==> src/hdl/bxavg_fifo.sv <==
`default_nettype none
module bxavg_fifo #(
   parameter int WIDTH = 8,
   parameter int DEPTH = 4
) (
   input  wire logic                       clock,
   input  wire logic                       reset,
   input  wire logic                       push,
   input  wire logic [WIDTH-1:0]           wdata,
   input  wire logic                       pop,
   output logic      [WIDTH-1:0]           rdata,
   output logic                            empty,
   output logic                            full,
   output logic      [$clog2(DEPTH+1)-1:0] count
);

   localparam int PW = $clog2(DEPTH);
   localparam int CW = $clog2(DEPTH+1);

   logic [WIDTH-1:0] data_ff [DEPTH];
   logic [PW-1:0]    wptr_ff, wptr_in, rptr_ff, rptr_in;
   logic [CW-1:0]    count_ff, count_in;
   logic             do_push, do_pop;

   assign do_push = push && !full;
   assign do_pop  = pop && !empty;

   // pointer and fill count update
   always_comb begin
      wptr_in  = do_push ? PW'(wptr_ff + 1'b1) : wptr_ff;
      rptr_in  = do_pop ? PW'(rptr_ff + 1'b1) : rptr_ff;
      count_in = count_ff;
      if (do_push && !do_pop) begin
         count_in = CW'(count_ff + 1'b1);
      end else if (do_pop && !do_push) begin
         count_in = CW'(count_ff - 1'b1);
      end
   end

   always_ff @(posedge clock) begin
      if (reset) begin
         wptr_ff  <= '0;
         rptr_ff  <= '0;
         count_ff <= '0;
      end else begin
         wptr_ff  <= wptr_in;
         rptr_ff  <= rptr_in;
         count_ff <= count_in;
      end
   end

   // storage
   always_ff @(posedge clock) begin
      if (do_push) begin
         data_ff[wptr_ff] <= wdata;
      end
   end

   assign rdata = data_ff[rptr_ff];
   assign empty = (count_ff == '0);
   assign full  = (count_ff == CW'(DEPTH));
   assign count = count_ff;

endmodule
`default_nettype wire

==> config.mk <==
export PLATFORM = sky130hd
export DESIGN_NAME = bxavg_fifo
export DESIGN_NICKNAME = d
export VERILOG_FILES = /design/src/hdl/bxavg_fifo.sv
export SDC_FILE = /design/constraint.sdc
export NUM_CORES = 1
export LEC_CHECK = 0
export BUFFER_PORTS_ARGS = -buffer_cell sky130_fd_sc_hd__buf_2
export CAP_MARGIN = 20
export CORE_MARGIN = 2
export CORE_UTILIZATION = 59
export DETAILED_ROUTE_END_ITERATION = 10
export PLACE_DENSITY = 0.78
export SYNTH_ARGS = -nofsm -noshare
export SYNTH_HDL_FRONTEND = slang
export SYNTH_SLANG_ARGS = --single-unit
export TNS_END_PERCENT = 1
==> constraint.sdc <==
create_clock -name clock -period 4.45 [get_ports clock]
set_input_delay 0.89 -clock clock [delete_from_list [all_inputs] [get_ports clock]]
set_output_delay 0.89 -clock clock [all_outputs]
set_load 0.05 [all_outputs]
==> results of run 1 <==
[worst max-delay path, delay by kind of cell, from the launching register on]
family | cells | cell delay (ns)
flops | 1 | 0.67
mux | 1 | 0.58
buf+inv | 1 | 0.23
[layer usage]
layer | global-route usage | routed length [µm]
met1 | 0.215 | 987
met2 | 0.284 | 1170
met3 | 0.0783 | 142
met4 | 0.0918 | 60
met5 | 0 | 0
[cell type report]
class	count	area (µm²)
Clock buffer	5	37.5
Tap cell	31	38.8
Inverter	4	15.0
Fill cell	192	836
Timing Repair Buffer	24	120
Clock inverter	3	46.3
Sequential cell	41	1140
Multi-Input combinational cell	42	452
[cell usage after synthesis, types with 2 or more instances]
master | instances | area (µm²)
edfxtp_1 | 32 | 961
dfxtp_1 | 9 | 180
mux4_2 | 8 | 180
ha_1 | 5 | 62.6
nor2_1 | 5 | 18.8
and2_1 | 4 | 25.0
inv_1 | 4 | 15.0
xor2_1 | 4 | 35.0
a21oi_1 | 2 | 10.0
clkbuf_1 | 2 | 7.51
mux2i_1 | 2 | 20.0
nand2b_1 | 2 | 12.5
o21ai_0 | 2 | 10.0
or3_1 | 2 | 12.5
[metrics by stage]
| step | instance area (µm²) | total power (µW) | util | hold WS, ns | setup WS [ns] |
|---|---|---|---|---|---|
| 2_1_floorplan | 1620 | 860 | - | 0.482 | 1.73 |
| 3_5_place_dp | 1770 | 948 | 0.658 | 0.512 | 1.87 |
| 5_1_grt | 1850 | 1230 | 0.689 | 0.561 | 1.58 |
| 6_report | 1850 | 1180 | 0.689 | 0.545 | 1.73 |
| 4_1_cts | 1850 | 1190 | 0.689 | 0.555 | 1.68 |
| 3_3_place_gp | 1770 | 935 | 0.658 | 0.502 | 1.97 |
[sequential cells by signal (all words and copies together), names as in the netlist, named ones only]
signal and count:
count 3, rptr_ff 2, wptr_ff 2, data_ff 32
[placed cells by master (no fill, tap or decap), types with 2 or more instances in the layout]
| master | instances |
|---|---|
| mux4_2 | 8 |
| nand2b_1 | 2 |
| buf_2 | 24 |
| o21ai_0 | 2 |
| dfxtp_1 | 9 |
| a21oi_1 | 2 |
| clkbuf_4 | 5 |
| ha_1 | 5 |
| edfxtp_1 | 32 |
| nor2_1 | 5 |
| inv_1 | 4 |
| or3_1 | 2 |
| mux2i_1 | 2 |
| and2_1 | 4 |
| xor2_1 | 4 |
[power groups by stage]
| stage | registers (µW) | clock network [µW] | logic (µW) |
|---|---|---|---|
| after global routing | 533 | 262 | 440 |
| after CTS | 524 | 246 | 416 |
| after floorplan | 533 | 0 | 327 |
| final | 522 | 240 | 413 |
| after detailed placement | 533 | 0 | 415 |
| after global placement | 530 | 0 | 406 |
[how the worst min path moves through the flow]
| stage | to | start | slack [ns] | depth (start not counted) |
|---|---|---|---|---|
| floorplan | wptr_ff[1] | wptr_ff[1] | 0.48 | 2 |
| global placement | wptr_ff[1] | wptr_ff[1] | 0.50 | 2 |
| detailed placement | flip-flop | rptr_ff[0] | 0.51 | 2 |
| CTS | wptr_ff[1] | wptr_ff[1] | 0.55 | 2 |
| global route | wptr_ff[1] | wptr_ff[1] | 0.56 | 2 |
| finish | flip-flop | rptr_ff[1] | 0.54 | 2 |
[kinds of logic (layout without fill, tap and decap cells)]
kind of cell | Yosys count | after routing | synth area share
fa+ha+maj | 6 | 6 | 0.0510
flops | 41 | 41 | 0.704
compound gates | 6 | 6 | 0.0255
buf+inv | 7 | 36 | 0.0170
simple gates | 16 | 16 | 0.0571
mux | 10 | 10 | 0.124
xor+xnor | 4 | 4 | 0.0216
==> flow_summary.yaml, run 1 <==
setup_path:
  critPathMaxFanout: 8
  max_stage_delay_ns: 0.67
  arrival_ns: 1.83
  worstSetupPathType: "reg -> out"
  crit_end: "rdata[6]"
  required_ns: 3.56
  reg2reg_depth: 8
  crit_chain: "mux4_2 -> buf_2"
  crit_path_start_kind: "flip-flop"
  regToRegEndpoint: "count[2]"
  rr_startpoint: "count[0]"
  end_kind: "primary output"
  ff2ff_setup_slack_ns: 2.25
  critPathSlowestCell: "dfxtp_1"
synthesis:
  seq_area_frac_synth: 0.704
  synth_area_mm2: 0.00162
  ys_ff_latch: 41
  synthArstFlopShare: 0
  synth_edf_count: 32
  syn_avg_cell_area_um2: 18.0
  ys_warn_count: 0
  synth.distinct_cells: 21
  ys_dominant_reg_cell: "edfxtp_1"
  syn_inst: 90
  syn-num-nets: 108
sta:
  hold_viol: 0
  fin_crit_sh: 0.611
  slew-limit-headroom: 0.647
  worst_pin_slew_ns: 0.528
  rsz0062_at_grt: "false"
  skew_ns: 0.00771
  layout_min_cycle_time_ns: 2.72
  final-setup-viol-count: 0
  slew_viol_final: 0
  tns_ns: 0
  clock.fmax_ghz: 0.368
floorplan:
  coreArea_mm2: 0.00269
  start_util: 0.603
  io_pins: 25
  die_h_um: 56.4
  rows: 19
  die_area_mm2: 0.00318
  die_w_um: 56.4
route:
  drtPass1Iterations: 3
  drt-initial-drc-count: 11
  routed_wl_mm: 2.36
  final_antenna_net_count: 0
  viasPerCell: 5.53
  drc: 0
  via_count: 830
  wire_per_inst_um: 15.7
finish:
  n_antenna_cell: 0
  num-nets-final: 136
  drive_gt1_frac: 0.361
  instances_no_fill: 150
  syn2layout_area_growth_pct: 14.2
global_route:
  grt_pass1_vias: 859
  grt_pass1_wl_mm: 4.04
  grt-ovfl-total: 0
  grt.total_usage: 0.181
  grt_max_degree: 15
  antenna_found_initial: 0
power_and_ir_drop:
  p_switching_uw: 452
  vdd_drop_max_mv: 0.508
  leakage_uw: 0.000684
  internal_power_uw: 724
  power_density_mw_per_mm2: 635
  switching_share: 0.385
  seq_power_share: 0.444
  clkPwrFrac: 0.205
  comb_power_share: 0.351
hold_path:
  hold_class: "reg -> reg"
clocking:
  cts_resized: 0
  worstSkewPairLatency_ns: 0.36
  cts_setup_buffers: 0
  hold_buffers: 0
  cts_tree: "built"
  clkSlewWorstSetupHoldPaths_ns: 0.11
  clk_path_buf_depth: 2
  htree_levels: 2
  root_buffer: "clkbuf_4"
  cts_inserted_buffers: 5
  numClockSinks: 41
flow_run:
  cap_violations: 0
placed_design:
  placed_cells: 142
  finalWeightedCongestion: 0.791
  port_buffers: 24
  hpwl_mm: 1.70
outcome:
  status: "complete, no violations"
Power figures use the tool's default switching activity.
==> run 2, diff against run 1 <==
Settings changed: ABC_AREA set to 1, CORE_UTILIZATION 59 to 55, PLACE_DENSITY 0.78 to 0.73.
Clock period 4.45 ns to 2.8 ns, I/O delays scaled along.
==> run 2 against run 1 <==
  * Utilization shrank 4.9 points
  * Synthesized cell count grew 62%
  * Critical path depth grew 2
  * Non-clock buffer count is the same
  * Die area grew 11%
  * Clock skew shrank 0.00060 ns
  * Total power grew 62%
  * Setup slack lost 1.3 ns
  * Largest cell class unchanged
==> flow_summary.yaml, run 2 <==
sta:
  fin_crit_sh: 0.829
  final-setup-viol-count: 0
  slew_viol_final: 0
  worst_slack_ns: 0.478
  tns_ns: 0
  skew_ns: 0.00711
  clock.fmax_ghz: 0.431
  hold_viol: 0
  worst_pin_slew_ns: 0.821
  layout_min_cycle_time_ns: 2.32
  rsz0062_at_grt: "false"
  slew-limit-headroom: 0.451
placed_design:
  finalWeightedCongestion: 0.716
  hpwl_mm: 1.96
  pre_cts_ws_ns: 0.844
  port_buffers: 24
floorplan:
  io_pins: 25
  start_util: 0.566
  rows: 20
  die_area_mm2: 0.00352
  die_w_um: 59.4
  coreArea_mm2: 0.00298
  die_h_um: 59.4
route:
  drt-initial-drc-count: 40
  wire_per_inst_um: 12.9
  final_antenna_net_count: 0
  via_count: 1083
  routed_wl_mm: 2.69
  drc: 0
  drtPass1Iterations: 4
  viasPerCell: 5.18
global_route:
  grt_pass1_wl_mm: 4.26
  grt_max_degree: 18
  grt_pass1_vias: 1000
  antenna_found_initial: 0
  grt-ovfl-total: 0
  grt.total_usage: 0.173
setup_path:
  crit_end: "rdata[1]"
  end_kind: "primary output"
  ff2ff_setup_slack_ns: 0.88
  crit_chain: "inv_2 -> o21ai_0 -> o22ai_1 -> buf_2"
  max_stage_delay_ns: 0.67
  reg2reg_depth: 13
  critPathMaxFanout: 17
  critPathSlowestCell: "dfxtp_1"
  crit_path_start_kind: "flip-flop"
  regToRegEndpoint: "count[2]"
  worstSetupPathType: "reg -> out"
  rr_startpoint: "count[1]"
  required_ns: 2.24
  arrival_ns: 1.76
flow_run:
  cap_violations: 0
synthesis:
  seq_area_frac_synth: 0.677
  synthArstFlopShare: 0
  ys_ff_latch: 41
  ys_top_cells_by_count: "32 x edfxtp_1, 30 x nor2_1, 17 x inv_1, 13 x nand2_1, 13 x o21ai_0"
  synth.distinct_cells: 18
  syn-num-nets: 164
  syn_inst: 146
  synth_area_mm2: 0.00169
  syn_avg_cell_area_um2: 11.5
  synth_top_area_share: 0.570
  synth_edf_count: 32
  synth_largest_area_cell: "edfxtp_1"
  ys_dominant_reg_cell: "edfxtp_1"
  ys_warn_count: 0
  yosys-top-cells-area: "edfxtp_1 57%, dfxtp_1 11%, nor2_1 6.7%, o21ai_0 3.9%, inv_1 3.8%"
  post-synth-top-count-cell: "edfxtp_1"
power_and_ir_drop:
  power_density_mw_per_mm2: 1000
  leakage_uw: 0.000770
  total_power_uw: 1910
  vdd_drop_max_mv: 0.641
finish:
  num-fill-cells: 240
  num-nets-final: 193
  largest_reg_flops: 32
  regMostFlops: "data_ff"
  utilization: 0.639
  drive_gt1_frac: 0.210
  layout_commonest_cell: "edfxtp_1"
  n_antenna_cell: 0
  syn2layout_area_growth_pct: 13.0
  final_cell_mix: "32 x edfxtp_1, 30 x nor2_1, 24 x buf_2"
hold_path:
  hold_class: "in -> reg"
clocking:
  cts_setup_buffers: 0
  cts_resized: 0
  clk_path_buf_depth: 2
  numClockSinks: 41
  hold_buffers: 0
  cts_inserted_buffers: 5
  root_buffer: "clkbuf_4"
  cts_tree: "built"
  htree_levels: 2
  clkSlewWorstSetupHoldPaths_ns: 0.11
  worstSkewPairLatency_ns: 0.33
outcome:
  status: "complete, no violations"
## run 2: changes by cell type in the layout (fill, tap and decap cells not counted), moves of 2 or more
cell	delta
nand2b_1	-2
mux4_2	-8
o21ai_0	+11
nor2_1	+25
inv_1	+13
nand2_1	+13
or3_1	-2
o21ai_2	+3
mux2i_1	-2
xor2_1	-3
o22ai_1	+8
nand3_1	+4
nand2_2	+2
and2_1	-4
## run 2: layer usage
metal / vias up / global-route usage / part of all wire
li1: 558 / - / -
met1: 491 / 0.183 / 0.39
met2: 32 / 0.309 / 0.55
met3: 2 / 0.0764 / 0.060
met4: 0 / 0.0487 / 0.0019
met5: - / 0 / 0
## run 2: cell type report
type	instances	area [µm²]	area share
Clock buffer	8	80.1	0.0420
Multi-Input combinational cell	85	454	0.239
Sequential cell	41	1140	0.599
Tap cell	33	41.3	0.0217
Inverter	18	67.6	0.0355
Timing Repair Buffer	24	120	0.0631
## run 2: worst min path at each step
stage                     to  startpoint  slack [ns]  depth (start not counted)
2_1_floorplan      flip-flop  rptr_ff[1]        0.46                          2
3_3_place_gp      rptr_ff[1]  rptr_ff[1]        0.48                          2
3_5_place_dp      rptr_ff[0]  rptr_ff[0]        0.51                          2
4_1_cts           rptr_ff[0]       reset        0.42                          2
5_1_grt        data_ff[1][1]    wdata[1]        0.39                          1
6_report          rptr_ff[0]       reset        0.43                          2
## run 2: cell families (layout without fill, tap and decap cells)
group / count (synthesis) / in the layout / share of synthesized area
AOI/OAI and AO/OA: 28 / 28 / 0.0958
xor gates and xnor gates: 1 / 1 / 0.00520
adders and majority gates: 6 / 6 / 0.0490
buffers and inverters: 20 / 50 / 0.0534
DFF: 41 / 41 / 0.677
and+or+nand+nor: 50 / 50 / 0.120
## run 2: per-stage QoR
step           std cells  area, µm²  hold slack [ns]
4_1_cts              209       1900            0.419
2_1_floorplan        146       1690            0.459
6_report             209       1900            0.432
3_3_place_gp         201       1820            0.483
5_1_grt              209       1900            0.394
3_5_place_dp         201       1820            0.506
## run 2: where the power goes
part / internal [µW] / switching (µW) / leakage, µW
logic: 185 / 558 / 0.000359
clock network: 178 / 172 / 0.0000437
registers: 747 / 67.2 / 0.000367
## run 2: critical path: cells and delay by family (launching register included)
kind                   cells  cell delay (ns)
AO/OA/AOI/OAI              2             0.30
flip-flops                 1             0.67
buffers and inverters      2             0.46
