==> src/hdl/bxavg_pkg.sv <==
`default_nettype none
package bxavg_pkg;

   // fixed field and datapath widths
   localparam int SAMPLE_BITS = 16;
   localparam int MAX_FACTOR  = 16;
   localparam int FACTOR_BITS = 5;
   localparam int POS_BITS    = 4;
   localparam int SUM_BITS    = 24;
   localparam int RECIP_BITS  = 33;
   localparam int RECIP_SHIFT = 32;
   localparam int PROD_BITS   = SUM_BITS + RECIP_BITS;
   localparam int WIDTH_BITS  = 13;
   localparam int CHAN_BITS   = 3;
   localparam int INDEX_BITS  = 2;

   // queue depths
   localparam int CMD_DEPTH = 4;
   localparam int OUT_DEPTH = 8;

   // register indexes
   localparam logic [1:0] REG_BLOCK_FACTOR  = 2'd0;
   localparam logic [1:0] REG_IMAGE_WIDTH   = 2'd1;
   localparam logic [1:0] REG_CHANNEL_COUNT = 2'd2;

   // classified sample, front to back
   typedef struct packed {
      logic [SAMPLE_BITS-1:0] sample;
      logic                   first;
      logic                   last;
      logic [1:0]             chan;
      logic                   row_end;
   } cmd_type;

   // result beat
   typedef struct packed {
      logic [SAMPLE_BITS-1:0] average;
      logic [1:0]             chan;
      logic                   row_end;
   } rsp_type;

   // ceil(2^32 / f^2): exact truncating divide for sums below 2^24
   function automatic logic [RECIP_BITS-1:0] recip_of(input logic [FACTOR_BITS-1:0] f);
      logic [RECIP_BITS-1:0] r;
      case (f)
         5'd1:    r = 33'h1_0000_0000;
         5'd2:    r = 33'h0_4000_0000;
         5'd3:    r = 33'h0_1C71_C71D;
         5'd4:    r = 33'h0_1000_0000;
         5'd5:    r = 33'h0_0A3D_70A4;
         5'd6:    r = 33'h0_071C_71C8;
         5'd7:    r = 33'h0_0539_782A;
         5'd8:    r = 33'h0_0400_0000;
         5'd9:    r = 33'h0_0329_1620;
         5'd10:   r = 33'h0_028F_5C29;
         5'd11:   r = 33'h0_021D_9EAE;
         5'd12:   r = 33'h0_01C7_1C72;
         5'd13:   r = 33'h0_0183_C978;
         5'd14:   r = 33'h0_014E_5E0B;
         5'd15:   r = 33'h0_0123_4568;
         5'd16:   r = 33'h0_0100_0000;
         default: r = 33'h1_0000_0000;
      endcase
      return r;
   endfunction

endpackage
`default_nettype wire

==> src/hdl/bxavg_front.sv <==
`default_nettype none
module bxavg_front #(
   parameter int MAX_WIDTH    = 4096,
   parameter int MAX_CHANNELS = 4,
   parameter int IB           = 14
) (
   input  wire logic                                 clock,
   input  wire logic                                 reset,
   input  wire logic                                 csr_we,
   input  wire logic [bxavg_pkg::INDEX_BITS-1:0]     csr_index,
   input  wire logic [bxavg_pkg::WIDTH_BITS-1:0]     csr_wdata,
   input  wire logic                                 in_valid,
   input  wire logic [bxavg_pkg::SAMPLE_BITS-1:0]    in_sample,
   input  wire logic                                 in_frame_start,
   output logic                                      cmd_push,
   output logic      [IB-1:0]                        cmd_idx,
   output bxavg_pkg::cmd_type                        cmd,
   output logic      [bxavg_pkg::FACTOR_BITS-1:0]    factor
);

   localparam int PCW = $clog2(MAX_WIDTH+1);
   localparam int EW  = PCW + 2;
   localparam int CHW = $clog2(MAX_CHANNELS+1);
   localparam int FB  = bxavg_pkg::FACTOR_BITS;
   localparam int PB  = bxavg_pkg::POS_BITS;

   logic [FB-1:0]                    factor_ff;
   logic [bxavg_pkg::WIDTH_BITS-1:0] width_ff;
   logic [bxavg_pkg::CHAN_BITS-1:0]  chans_ff;

   logic [FB-1:0]  f_eff;
   logic [PCW-1:0] w_eff;
   logic [CHW-1:0] ch_eff;

   logic [PCW-1:0] pix_ff, pix_in, cur_pix;
   logic [CHW-1:0] chan_ff, chan_in, cur_chan;
   logic [PB-1:0]  rib_ff, rib_in, cur_rib;
   logic [PB-1:0]  cib_ff, cib_in, cur_cib;
   logic [IB-1:0]  base_ff, base_in, cur_base;
   logic [EW-1:0]  bstart_ff, bstart_in, cur_bstart;
   logic [EW-1:0]  cur_end;
   logic           restart;

   // configuration registers
   always_ff @(posedge clock) begin
      if (reset) begin
         factor_ff <= FB'(2);
         width_ff  <= bxavg_pkg::WIDTH_BITS'(640);
         chans_ff  <= bxavg_pkg::CHAN_BITS'(3);
      end else if (csr_we) begin
         case (csr_index)
            bxavg_pkg::REG_BLOCK_FACTOR:  factor_ff <= csr_wdata[FB-1:0];
            bxavg_pkg::REG_IMAGE_WIDTH:   width_ff  <= csr_wdata;
            bxavg_pkg::REG_CHANNEL_COUNT: chans_ff  <= csr_wdata[bxavg_pkg::CHAN_BITS-1:0];
            default: ;
         endcase
      end
   end

   assign restart = csr_we && (csr_index == bxavg_pkg::REG_BLOCK_FACTOR ||
                               csr_index == bxavg_pkg::REG_IMAGE_WIDTH ||
                               csr_index == bxavg_pkg::REG_CHANNEL_COUNT);

   // clamp registers into the supported range
   always_comb begin
      if (factor_ff == '0)                        f_eff = FB'(1);
      else if (factor_ff > FB'(bxavg_pkg::MAX_FACTOR)) f_eff = FB'(bxavg_pkg::MAX_FACTOR);
      else                                        f_eff = factor_ff;
      if (width_ff == '0)                         w_eff = PCW'(1);
      else if (32'(width_ff) > MAX_WIDTH)         w_eff = PCW'(MAX_WIDTH);
      else                                        w_eff = PCW'(width_ff);
      if (chans_ff == '0)                         ch_eff = CHW'(1);
      else if (32'(chans_ff) > MAX_CHANNELS)      ch_eff = CHW'(MAX_CHANNELS);
      else                                        ch_eff = CHW'(chans_ff);
   end

   // position of this sample, frame start zeroes it
   always_comb begin
      cur_pix    = in_frame_start ? '0 : pix_ff;
      cur_chan   = in_frame_start ? '0 : chan_ff;
      cur_rib    = in_frame_start ? '0 : rib_ff;
      cur_cib    = in_frame_start ? '0 : cib_ff;
      cur_base   = in_frame_start ? '0 : base_ff;
      cur_bstart = in_frame_start ? '0 : bstart_ff;
      cur_end    = EW'(cur_bstart + EW'(f_eff));
   end

   // classify the sample
   always_comb begin
      cmd_push       = in_valid && (cur_end <= EW'(w_eff));
      cmd_idx        = IB'(cur_base + IB'(cur_chan));
      cmd.sample     = in_sample;
      cmd.first      = (cur_rib == '0) && (cur_cib == '0);
      cmd.last       = ({1'b0, cur_rib} == FB'(f_eff - 1'b1)) &&
                       ({1'b0, cur_cib} == FB'(f_eff - 1'b1));
      cmd.chan       = cur_chan[1:0];
      cmd.row_end    = (EW'(cur_end + EW'(f_eff)) > EW'(w_eff));
   end

   // advance the raster position
   always_comb begin
      pix_in    = cur_pix;
      chan_in   = CHW'(cur_chan + 1'b1);
      rib_in    = cur_rib;
      cib_in    = cur_cib;
      base_in   = cur_base;
      bstart_in = cur_bstart;
      if (CHW'(cur_chan + 1'b1) >= ch_eff) begin
         chan_in = '0;
         if ({1'b0, cur_cib} == FB'(f_eff - 1'b1)) begin
            cib_in    = '0;
            base_in   = IB'(cur_base + IB'(ch_eff));
            bstart_in = cur_end;
         end else begin
            cib_in = PB'(cur_cib + 1'b1);
         end
         pix_in = PCW'(cur_pix + 1'b1);
         if (PCW'(cur_pix + 1'b1) >= w_eff) begin
            pix_in    = '0;
            cib_in    = '0;
            base_in   = '0;
            bstart_in = '0;
            if ({1'b0, cur_rib} == FB'(f_eff - 1'b1)) rib_in = '0;
            else                                      rib_in = PB'(cur_rib + 1'b1);
         end
      end
   end

   always_ff @(posedge clock) begin
      if (reset || restart) begin
         pix_ff    <= '0;
         chan_ff   <= '0;
         rib_ff    <= '0;
         cib_ff    <= '0;
         base_ff   <= '0;
         bstart_ff <= '0;
      end else if (in_valid) begin
         pix_ff    <= pix_in;
         chan_ff   <= chan_in;
         rib_ff    <= rib_in;
         cib_ff    <= cib_in;
         base_ff   <= base_in;
         bstart_ff <= bstart_in;
      end
   end

   assign factor = f_eff;

`ifndef SYNTHESIS
   a_chan_range: assert property (@(posedge clock) disable iff (reset)
      chan_ff < ch_eff) else $error("channel position out of range");
   a_col_range: assert property (@(posedge clock) disable iff (reset)
      {1'b0, cib_ff} < f_eff) else $error("column in block out of range");
`endif

endmodule
`default_nettype wire

==> config.mk <==
export PLATFORM = sky130hd
export DESIGN_NAME = bxavg_front
export DESIGN_NICKNAME = d
export VERILOG_FILES = /design/src/hdl/bxavg_pkg.sv /design/src/hdl/bxavg_front.sv
export SDC_FILE = /design/constraint.sdc
export NUM_CORES = 1
export LEC_CHECK = 0
export BUFFER_PORTS_ARGS = -buffer_cell sky130_fd_sc_hd__buf_2
export CELL_PAD_IN_SITES_DETAIL_PLACEMENT = 2
export CELL_PAD_IN_SITES_GLOBAL_PLACEMENT = 2
export CORE_MARGIN = 3
export CORE_UTILIZATION = 39
export CTS_BUF_LIST = sky130_fd_sc_hd__clkbuf_8
export CTS_CLUSTER_SIZE = 30
export DETAILED_ROUTE_END_ITERATION = 8
export MAX_ROUTING_LAYER = met4
export PLACE_DENSITY = 0.85
export SLEW_MARGIN = 20
export SYNTH_ARGS = -nofsm -noshare
export SYNTH_HDL_FRONTEND = slang
export SYNTH_SLANG_ARGS = --single-unit
==> constraint.sdc <==
create_clock -name clock -period 29.2 [get_ports clock]
set_clock_uncertainty 0.05 [all_clocks]
set_input_delay 8.76 -clock clock [delete_from_list [all_inputs] [get_ports clock]]
set_output_delay 8.76 -clock clock [all_outputs]
set_load 0.02 [all_outputs]
==> results of run 1 <==
==> kinds of logic (layout without fill, tap and decap cells) <==
family / Yosys count / count (layout) / synth area share
simple gates: 330 / 330 / 0.261
compound gates: 197 / 197 / 0.209
buf+inv: 95 / 111 / 0.0706
flops: 74 / 74 / 0.229
fa+ha+maj: 70 / 70 / 0.140
xor+xnor: 47 / 47 / 0.0698
mux: 13 / 13 / 0.0211
==> synthesized netlist by cell type (4+ instances only) <==
library cell  instances
or3_1                 9
nand2_1             100
and2_1                7
xnor2_1              26
o21ai_0              35
and4_1                4
nor3_1               12
a21oi_1              52
nor2_1               69
a211oi_1              6
a31oi_1               8
a41oi_1               5
nand3b_1              5
xor2_1               18
a22o_1                9
nor2b_1              24
ha_1                 65
o211ai_1              8
dfxtp_1              74
fa_1                  4
inv_1                43
o21a_1                4
buf_4                16
or2_2                 4
and3_1                6
or4_1                 5
nand3_1              35
clkbuf_1             20
buf_1                 5
nand2b_1              6
nand4_1              22
mux2i_1              11
a22oi_1              14
buf_2                 6
nor4_1                5
a21o_1               15
==> critical path: stages <==
cell and delay (ps):
buf_2 90, buf_4 540, nor2b_1 200, fa_1 520
nand3_1 150, nand3_1 120, and2_1 210, xnor2_1 310
ha_1 330, a21oi_1 200, inv_1 60, a41oi_1 400
nor2_1 120, nand3_1 110, xnor2_1 130, ha_1 270
a21o_1 180, a21oi_1 140, o21ai_0 90, a21oi_1 130
o21ai_0 100, o21bai_1 160, buf_2 160
==> through the flow <==
| stage | area [um^2] | utilization | hold WS (ps) | total power, uW | setup slack [ps] |
|---|---|---|---|---|---|
| final | 6960 | 0.433 | 422 | 249 | 6880 |
| after global routing | 6960 | 0.433 | 438 | 261 | 6540 |
| after CTS | 6950 | 0.433 | 420 | 251 | 6890 |
| after detailed placement | 6720 | 0.419 | 408 | 153 | 6950 |
| after global placement | 6720 | 0.419 | 382 | 150 | 7210 |
| after floorplan | 6470 | - | 367 | 141 | 6950 |
==> metal layers <==
layer | up-vias | GRT usage | part of all wire
met5 | - | - | 0
met4 | 0 | 0.0684 | 0.017
met3 | 30 | 0.0462 | 0.035
met2 | 111 | 0.471 | 0.51
met1 | 3162 | 0.327 | 0.44
li1 | 2968 | - | -
==> power by group <==
group	switching [uW]	leakage, uW	total (uW)	internal, uW
Sequential	1.76	0.000598	104	102
Clock	44.6	0.000121	97.2	52.6
Combinational	31.8	0.00215	48.1	16.3
Total	78.1	0.00287	249	171
==> sequential cells by signal, indices dropped and copies added (netlist names) <==
register   cells
rib_ff         4
base_ff       14
width_ff      13
cib_ff         4
chans_ff       3
pix_ff        13
factor_ff      5
chan_ff        3
bstart_ff     15
==> final timing paths <==
path                                startpoint           end  slack [ps]  cells after the start
worst max-delay path            in_frame_start        cmd[0]        6880                     23
worst min register to register      chan_ff[2]    chan_ff[2]         420                      2
worst max register to register       pix_ff[0]  bstart_ff[1]       24010                     16
worst min-delay path                chan_ff[2]    chan_ff[2]         420                      2
==> final cells by class <==
type,count,share of cell area
multi-input cells,657,0.652
well taps,216,0.0388
inverters,43,0.0232
clock buffers,11,0.0218
clock inverters,5,0.0112
flip-flops and latches,74,0.213
repair buffers,52,0.0403
==> metrics.md, run 1 <==
| Metric | Value |
|---|---|
| Status | `completed` |
| PortBufs | `44` |
| Final setup vio count | `0` |
| First-pass GRT wire length | `37,900 um` |
| Cts bufs inserted | `9` |
| FILL cells | `1,847` |
| Syn nets | `931` |
| First-pass DRT Iterations | `4` |
| Area delta synth->final | `7.56%` |
| Io pins | `77` |
| Max-slew violations | `0` |
| Largest net degree at the start of global routing | `64` |
| PwrDens | `35.8 nW/um^2` |
| CORE AREA | `16,100 um^2` |
| Layout cells sized above 1 | `0.116` |
| Worst-margin pin slew | `874 ps` |
| Leak Pwr | `0.00287 uW` |
| Period utilisation layout | `0.764` |
| Setup TNS | `0 ps` |
| Post-CTS sizing | `0` |
| # Post-CTS Setup Buffers | `0` |
| Vias in the first global route | `6,848` |
| Initial antenna violation count | `0` |
| Non-filler cells, final | `1,058` |
| F_max | `0.0448 GHz` |
| Die area | `18,200 um^2` |
| Syn Std Cell Area | `6470 um^2` |
| Layout Nets | `942` |
| ANT nets after route | `0` |
| Post-synth cell types | `87` |
| Multi-input gate area | `4530 um^2` |
| EDFF count, synth | `0` |
| Die H | `135 um` |
| Setup CP Type | `primary input to output port` |
| WP data required | `20,390 ps` |
| Row count | `46` |
| Max clock buf depth | `2` |
| Share of the synthesized area in the top cell type | `0.229` |
| Setup crit start kind | `primary input` |
| Leading cell types in the layout, fill and taps excluded | `100 x nand2_1, 74 x dfxtp_1, 69 x nor2_1` |
| Hpwl dp | `17,600 um` |
| Max_cap viols | `0` |
| # diodes | `0` |
| Clock root cell | `clkbuf_8` |
| H-tree level count | `3` |
| VDD IR max | `0.0000216 V` |
| Clk_lat worst skew | `390 ps` |
| Final Hold Fails | `0` |
| Clk sinks | `74` |
| Synth area leader | `dfxtp_1` |
| Placed cell count | `1,042` |
| CTS tree | `built` |
| Clock slew at reported path FFs | `80 ps` |
| Final GP Congestion | `0.897` |
| Register Area | `1480 um^2` |
| First DRT Iteration DRCs | `257` |
| Crit path max fanout | `63` |
| Worst setup EP type | `output port` |
| Routed WL | `23,400 um` |
| Mean number of vias per cell | `5.93` |
| Gate Count Post-Synth | `826` |
| Yosys reg bits | `74` |
| Post-synthesis sequential area ratio | `0.229` |
| Dominant synthesized flop cell | `dfxtp_1` |
| Yosys warning count | `0` |
| Residual DRC | `0` |
| Total grt overflow | `0` |
| Initial Utilization | `0.403` |
| Top cells by area, synth | `dfxtp_1 23%, ha_1 13%, nand2_1 5.8%, a21oi_1 4.0%, nor2_1 4.0%` |
| Minimum clock period | `22,320 ps` |
| Syn_area_per_cell | `7.83 um^2` |
| Total Routing Usage GR | `0.271` |
| Critical Path AT | `13,510 ps` |
| Min-delay worst type | `flop to flop` |
| RSZ-0062 raised after global routing | `no` |
| Vias | `6,271` |
| Slew HR | `0.413` |
| Cts hold-fix bufs | `0` |
| Ys async rst share | `0` |
| Drt wl/cell | `22.1 um` |
| Most common cell after layout, fill and taps aside | `nand2_1` |
| DIE WIDTH | `135 um` |
(Power assumes the default switching activity.)
==> inputs of run 2 (changes only) <==
- CORE_UTILIZATION: 39 -> 32
- PLACE_DENSITY: 0.85 -> 0.74
- clock period: 29.2 -> 20.3 ns (I/O delays scaled with it)
==> metrics.md, run 2 (synthesis results as in run 1) <==
| Metric | Value |
|---|---|
| Max clock buf depth | `2 (unchanged)` |
| Max-slew violations | `0 (unchanged)` |
| PwrDens | `50.3 nW/um^2 (was 35.8 nW/um^2)` |
| Comb power frac | `0.191 (was 0.193)` |
| Clk sinks | `74 (unchanged)` |
| Layout Nets | `943 (was 942)` |
| Largest registers | `bstart_ff x15, base_ff x14 (unchanged)` |
| Most common cell after layout, fill and taps aside | `nand2_1 (unchanged)` |
| Residual DRC | `0 (unchanged)` |
| First DRT Iteration DRCs | `270 (was 257)` |
| F_max | `0.0599 GHz` |
| Uppermost layer routed | `met4 (unchanged)` |
| Slowest CP cell | `fa_1 (was buf_4)` |
| Cts bufs inserted | `9 (unchanged)` |
| Initial antenna violation count | `0 (unchanged)` |
| Peak per-stage delay on the critical path | `480 ps (was 540 ps)` |
| H-tree level count | `3 (unchanged)` |
| # diodes | `0 (unchanged)` |
| Row count | `51 (was 46)` |
| First-pass GRT wire length | `37,200 um (was 37,900 um)` |
| Register Area | `1480 um^2 (unchanged)` |
| Setup crit start kind | `primary input (unchanged)` |
| Largest reg by FF count | `bstart_ff (unchanged)` |
| Clock slew at reported path FFs | `90 ps (was 80 ps)` |
| WP data required | `14,160 ps (was 20,390 ps)` |
| Pre-CTS WS | `3640 ps (was 6950 ps)` |
| Period utilisation layout | `0.822` |
| Routed WL | `22,900 um (was 23,400 um)` |
| Largest register FFs | `15 (unchanged)` |
| Met2 WL | `11,400 um (was 11,900 um)` |
| Vias in the first global route | `6,748 (was 6,848)` |
| CORE AREA | `19,700 um^2 (was 16,100 um^2)` |
| Multi-input gate area | `4530 um^2 (unchanged)` |
| Io pins | `77 (unchanged)` |
| Switching power share of the total | `0.320 (was 0.313)` |
| DR WL met3 | `616 um (was 820 um)` |
| Sequential share of power | `0.425 (was 0.418)` |
| Initial Utilization | `0.329 (was 0.403)` |
| Clock root cell | `clkbuf_8 (unchanged)` |
| Crit path max fanout | `7 (was 63)` |
| # Post-CTS Setup Buffers | `0 (unchanged)` |
| Max_cap viols | `0 (unchanged)` |
| Status | `completed (unchanged)` |
| Total grt overflow | `0 (unchanged)` |
| Die H | `148 um (was 135 um)` |
| Minimum clock period | `16,690 ps` |
| Leading cell types in the layout, fill and taps excluded | `100 x nand2_1, 74 x dfxtp_1, 69 x nor2_1 (unchanged)` |
| CTS tree | `built (unchanged)` |
| Final setup vio count | `0 (unchanged)` |
| Worst-margin pin slew | `905 ps (was 874 ps)` |
| Vias | `6,189 (was 6,271)` |
| PortBufs | `44 (unchanged)` |
| DIE WIDTH | `148 um (was 135 um)` |
| Area delta synth->final | `8.45% (was 7.56%)` |
| Psw | `113 uW (was 78.1 uW)` |
| Total Routing Usage GR | `0.218 (was 0.271)` |
| VDD IR max | `0.0000300 V (was 0.0000216 V)` |
| Mean number of vias per cell | `5.59 (was 5.93)` |
| Setup TNS | `0 ps (unchanged)` |
| Critical Path AT | `10,550 ps (was 13,510 ps)` |
| Drt wl/cell | `20.7 um (was 22.1 um)` |
| Largest net degree at the start of global routing | `59 (was 64)` |
| Final GP Congestion | `0.884 (was 0.897)` |
| Met1 wire length | `10,400 um (was 10,200 um)` |
| Slew HR | `0.396 (was 0.413)` |
| Clock share of power | `0.384 (was 0.390)` |
| Worst setup EP type | `output port (unchanged)` |
| Fin worst setup slack | `3610 ps (was 6880 ps)` |
| Clk_lat worst skew | `390 ps (about the same)` |
| Worst-path cell chain | `buf_2, nor2b_1, ha_1, fa_1, nand3_1, nand3_1, and2_1, xnor2_1, ha_1, a21oi_1, inv_1, a41oi_1, nor2_1, nand3_1, xnor2_1, ha_1, a21o_1, a21oi_1, o21ai_0, a21oi_1, o21ai_0, o21bai_1, buf_2 (was buf_2, buf_4, nor2b_1, fa_1, nand3_1, nand3_1, and2_1, xnor2_1, ha_1, a21oi_1, inv_1, a41oi_1, nor2_1, nand3_1, xnor2_1, ha_1, a21o_1, a21oi_1, o21ai_0, a21oi_1, o21ai_0, o21bai_1, buf_2)` |
| P_int | `240 uW (was 171 uW)` |
| Post-CTS sizing | `0 (unchanged)` |
| Final Hold Fails | `0 (unchanged)` |
| ANT nets after route | `0 (unchanged)` |
| Min-delay worst type | `flop to flop (unchanged)` |
| Cts hold-fix bufs | `0 (unchanged)` |
| Leak Pwr | `0.00287 uW (about the same)` |
| Post-route cell area | `7010 um^2 (was 6960 um^2)` |
| Die area | `22,000 um^2 (was 18,200 um^2)` |
| Area after DPL | `6790 um^2 (was 6720 um^2)` |
| Setup CP Type | `primary input to output port (unchanged)` |
| FILL cells | `2,354 (was 1,847)` |
| RSZ-0062 raised after global routing | `no (unchanged)` |
| Hpwl dp | `17,700 um (was 17,600 um)` |
| First-pass DRT Iterations | `4 (unchanged)` |
| Layout cells sized above 1 | `0.117 (was 0.116)` |
-- run 2: changes by cell type in the layout (fill, tap and decap cells not counted), sizes merged --
| cell | before | now |
|---|---|---|
| clkinvlp | 0 | 1 |
| clkbuf | 11 | 9 |
| inv | 44 | 45 |
| buf | 52 | 53 |
-- run 2: worst max-delay path, delay by kind of cell --
kind                       cells  cell delay, ps
AOI/OAI and AO/OA              8            1450
xor gates and xnor gates       2             450
adders and majority gates      4            1350
buffers and inverters          3             410
and+or+nand+nor                6             810
-- run 2: path summary, 6_finish.rpt --
| kind | from | end | slack, ps | cells past startpoint |
|---|---|---|---|---|
| max | in_frame_start | cmd[0] | 3610 | 23 |
| min | chan_ff[2] | chan_ff[2] | 420 | 2 |
| max reg2reg | pix_ff[0] | bstart_ff[2] | 15170 | 16 |
| min reg2reg | chan_ff[2] | chan_ff[2] | 420 | 2 |
-- run 2: power groups by stage --
stage	registers, uW	clock network [uW]	logic (uW)
global placement	153	0	64.2
global route	150	145	75.2
floorplan	152	0	50.8
CTS	150	138	68.2
detailed placement	153	0	67.5
finish	150	136	67.5
-- run 2: cell type report --
| cell class | count | area share |
|---|---|---|
| clock buffer | 9 | 0.0177 |
| clock inverter | 7 | 0.0134 |
| inverter | 43 | 0.0230 |
| multi-input combinational | 657 | 0.646 |
| sequential | 74 | 0.211 |
| tap | 265 | 0.0473 |
| timing repair buffer | 53 | 0.0410 |
-- run 2: routing by layer --
metal / vias to the layer above / GRT usage
li1: 2971 / -
met2: 85 / 0.380
met4: 0 / 0.0610
met5: - / -
met1: 3100 / 0.266
met3: 33 / 0.0283
-- run 2: stage by stage --
stage	utilization	cells	power [uW]	hold WS, ps
6_report	0.357	1108	353	420
5_1_grt	0.357	1108	370	461
4_1_cts	0.357	1108	356	418
3_5_place_dp	0.346	1092	221	403
3_3_place_gp	0.346	1092	217	381
2_1_floorplan	-	826	203	367
==> inputs of run 3 (changes only) <==
- clock period: 20.3 -> 13.8 ns (I/O delays scaled with it)
==> metrics.md, run 3 (synthesis results as in run 1) <==
| Metric | Value |
|---|---|
| Setup TNS | `0 ps (unchanged)` |
| Slew HR | `0.437 (was 0.396)` |
| Residual DRC | `0 (unchanged)` |
| Worst-path cell chain | `buf_2, nor2b_1, ha_1, fa_1, nand3_1, a21o_1, and2_1, xnor2_1, ha_1, a21oi_1, inv_1, a41oi_1, nor2_1, nand3_1, xnor2_1, ha_1, a21o_1, a21oi_1, o21ai_0, a21oi_1, o21ai_0, o21bai_1, buf_2 (was buf_2, nor2b_1, ha_1, fa_1, nand3_1, nand3_1, and2_1, xnor2_1, ha_1, a21oi_1, inv_1, a41oi_1, nor2_1, nand3_1, xnor2_1, ha_1, a21o_1, a21oi_1, o21ai_0, a21oi_1, o21ai_0, o21bai_1, buf_2)` |
| Post-route cell area | `6980 um^2 (was 7010 um^2)` |
| Worst Setup SP | `in_frame_start (unchanged)` |
| Minimum clock period | `12,830 ps` |
| CP Depth | `23 (unchanged)` |
| Area after DPL | `6790 um^2 (unchanged)` |
| # diodes | `0 (unchanged)` |
| Crit path max fanout | `6 (was 7)` |
| Leak Pwr | `0.00286 uW (was 0.00287 uW)` |
| Clock root cell | `clkbuf_8 (unchanged)` |
| Clk_lat worst skew | `370 ps (was 390 ps)` |
| Drt wl/cell | `20.4 um (was 20.7 um)` |
| Multi-input gate area | `4530 um^2 (unchanged)` |
| Largest net degree at the start of global routing | `60 (was 59)` |
| Hold Path Depth | `2 (unchanged)` |
| DIE WIDTH | `148 um (unchanged)` |
| VDD IR max | `0.0000344 V (was 0.0000300 V)` |
| Critical Path AT | `8640 ps (was 10,550 ps)` |
| Register Area | `1480 um^2 (unchanged)` |
| Vias in the first global route | `6,785 (was 6,748)` |
| Clock slew at reported path FFs | `90 ps (about the same)` |
| F_max | `0.0780 GHz` |
| CORE AREA | `19,700 um^2 (unchanged)` |
| Tot Pwr | `490 uW (was 353 uW)` |
| Largest registers | `bstart_ff x15, base_ff x14 (unchanged)` |
| Final Hold Fails | `0 (unchanged)` |
| Sequential share of power | `0.449 (was 0.425)` |
| Psw | `159 uW (was 113 uW)` |
| Family with the most delay on the worst path | `compound AO/OA/AOI/OAI gates (unchanged)` |
| Cts bufs inserted | `9 (unchanged)` |
| Final GP Congestion | `0.861 (was 0.884)` |
| Post-CTS sizing | `0 (unchanged)` |
| Total grt overflow | `0 (unchanged)` |
| Max clock buf depth | `2 (unchanged)` |
| Routed WL | `22,600 um (was 22,900 um)` |
| Worst setup EP type | `output port (unchanged)` |
| # Post-CTS Setup Buffers | `0 (unchanged)` |
| Cts hold-fix bufs | `0 (unchanged)` |
| Setup CP Type | `primary input to output port (unchanged)` |
| Die H | `148 um (unchanged)` |
| Largest register FFs | `15 (unchanged)` |
| Fin worst setup slack | `971 ps (was 3610 ps)` |
| R2R setup slack | `8600 ps (was 15,170 ps)` |
| Total Routing Usage GR | `0.215 (was 0.218)` |
| First DRT Iteration DRCs | `210 (was 270)` |
| P_int | `331 uW (was 240 uW)` |
| RR Endpoint | `bstart_ff[8] (was bstart_ff[2])` |
| Die area | `22,000 um^2 (unchanged)` |
| Switching power share of the total | `0.324 (was 0.320)` |
| PortBufs | `44 (unchanged)` |
| Mean number of vias per cell | `5.63 (was 5.59)` |
| Worst-margin pin slew | `845 ps (was 905 ps)` |
| FF-to-FF Start | `pix_ff[0] (unchanged)` |
| WP data required | `9610 ps (was 14,160 ps)` |
| Max-slew violations | `0 (unchanged)` |
| Initial Utilization | `0.329 (unchanged)` |
| FILL cells | `2,348 (was 2,354)` |
| First-pass GRT wire length | `37,100 um (was 37,200 um)` |
| Hpwl dp | `17,600 um (was 17,700 um)` |
| Vias | `6,242 (was 6,189)` |
| Most common cell after layout, fill and taps aside | `nand2_1 (unchanged)` |
| First-pass DRT Iterations | `5 (was 4)` |
| Layout Nets | `943 (unchanged)` |
| RSZ-0062 raised after global routing | `no (unchanged)` |
| Layout cells sized above 1 | `0.114 (was 0.117)` |
| Status | `completed (unchanged)` |
| WHS Endpoint | `chan_ff[2] (unchanged)` |
| Initial antenna violation count | `0 (unchanged)` |
| Max_cap viols | `0 (unchanged)` |
| Setup crit start kind | `primary input (unchanged)` |
| Min-delay worst type | `flop to flop (unchanged)` |
| ANT nets after route | `0 (unchanged)` |
| Area delta synth->final | `7.85% (was 8.45%)` |
| Comb power frac | `0.201 (was 0.191)` |
| Slowest CP cell | `a41oi_1 (was fa_1)` |
| H-tree level count | `3 (unchanged)` |
| Reg2Reg Depth | `16 (unchanged)` |
| Clk sinks | `74 (unchanged)` |
| Leading cell types in the layout, fill and taps excluded | `100 x nand2_1, 74 x dfxtp_1, 69 x nor2_1 (unchanged)` |
| Peak per-stage delay on the critical path | `540 ps (was 480 ps)` |
| Clock share of power | `0.350 (was 0.384)` |
| Io pins | `77 (unchanged)` |
| Crit path buffers/inverters | `3 (unchanged)` |
| Final setup vio count | `0 (unchanged)` |
| Largest reg by FF count | `bstart_ff (unchanged)` |
| Period utilisation layout | `0.930` |
| Row count | `51 (unchanged)` |
| CTS tree | `built (unchanged)` |
| Pre-CTS WS | `943 ps (was 3640 ps)` |
| Hold Startpoint | `chan_ff[2] (unchanged)` |
| PwrDens | `70.3 nW/um^2 (was 50.3 nW/um^2)` |
## run 3: cell count changes in the layout (fill, tap and decap cells not counted)
cell,change
inv_1,+3
bufinv_16,-1
clkinv_2,+1
clkinv_4,-1
clkinvlp_4,-1
inv_6,-1
## run 3: routing by layer
layer | GRT usage | routed length, um | vias to the layer above
li1 | - | - | 2976
met1 | 0.269 | 10300 | 3127
met2 | 0.375 | 11400 | 114
met3 | 0.0238 | 653 | 25
met4 | 0.0499 | 302 | 0
met5 | - | 0 | -
## run 3: through the flow
step / hold slack, ps / cells / utilization
2_1_floorplan: 367 / 826 / -
3_3_place_gp: 381 / 1092 / 0.346
3_5_place_dp: 403 / 1092 / 0.346
4_1_cts: 417 / 1108 / 0.355
5_1_grt: 452 / 1108 / 0.355
6_report: 417 / 1108 / 0.355
## run 3: worst min-delay path, delay by kind of cell (launching register included)
kind / cells / cell delay (ps)
flip-flops: 1 / 320
AND/OR/NAND/NOR: 1 / 60
AO/OA/AOI/OAI: 1 / 50
## run 3: final cells by class
cell class | count | area share
Tap cell | 265 | 0.0475
Clock inverter | 7 | 0.00789
Sequential cell | 74 | 0.212
Timing Repair Buffer | 53 | 0.0413
Inverter | 43 | 0.0231
Multi-Input combinational cell | 657 | 0.650
Clock buffer | 9 | 0.0178
## run 3: power groups by stage
stage | logic, uW | registers (uW) | clock network (uW)
floorplan | 74.7 | 223 | 0
global placement | 94.8 | 225 | 0
detailed placement | 99.0 | 225 | 0
CTS | 99.8 | 220 | 177
global route | 110 | 221 | 186
finish | 98.8 | 220 | 172
## run 3: worst max path at each step
stage / endpoint / slack (ps)
final: cmd[0] / 970
after global placement: cmd[0] / 1340
after CTS: cmd[0] / 930
after detailed placement: cmd[0] / 940
after floorplan: cmd[0] / 790
after global routing: cmd[0] / 560
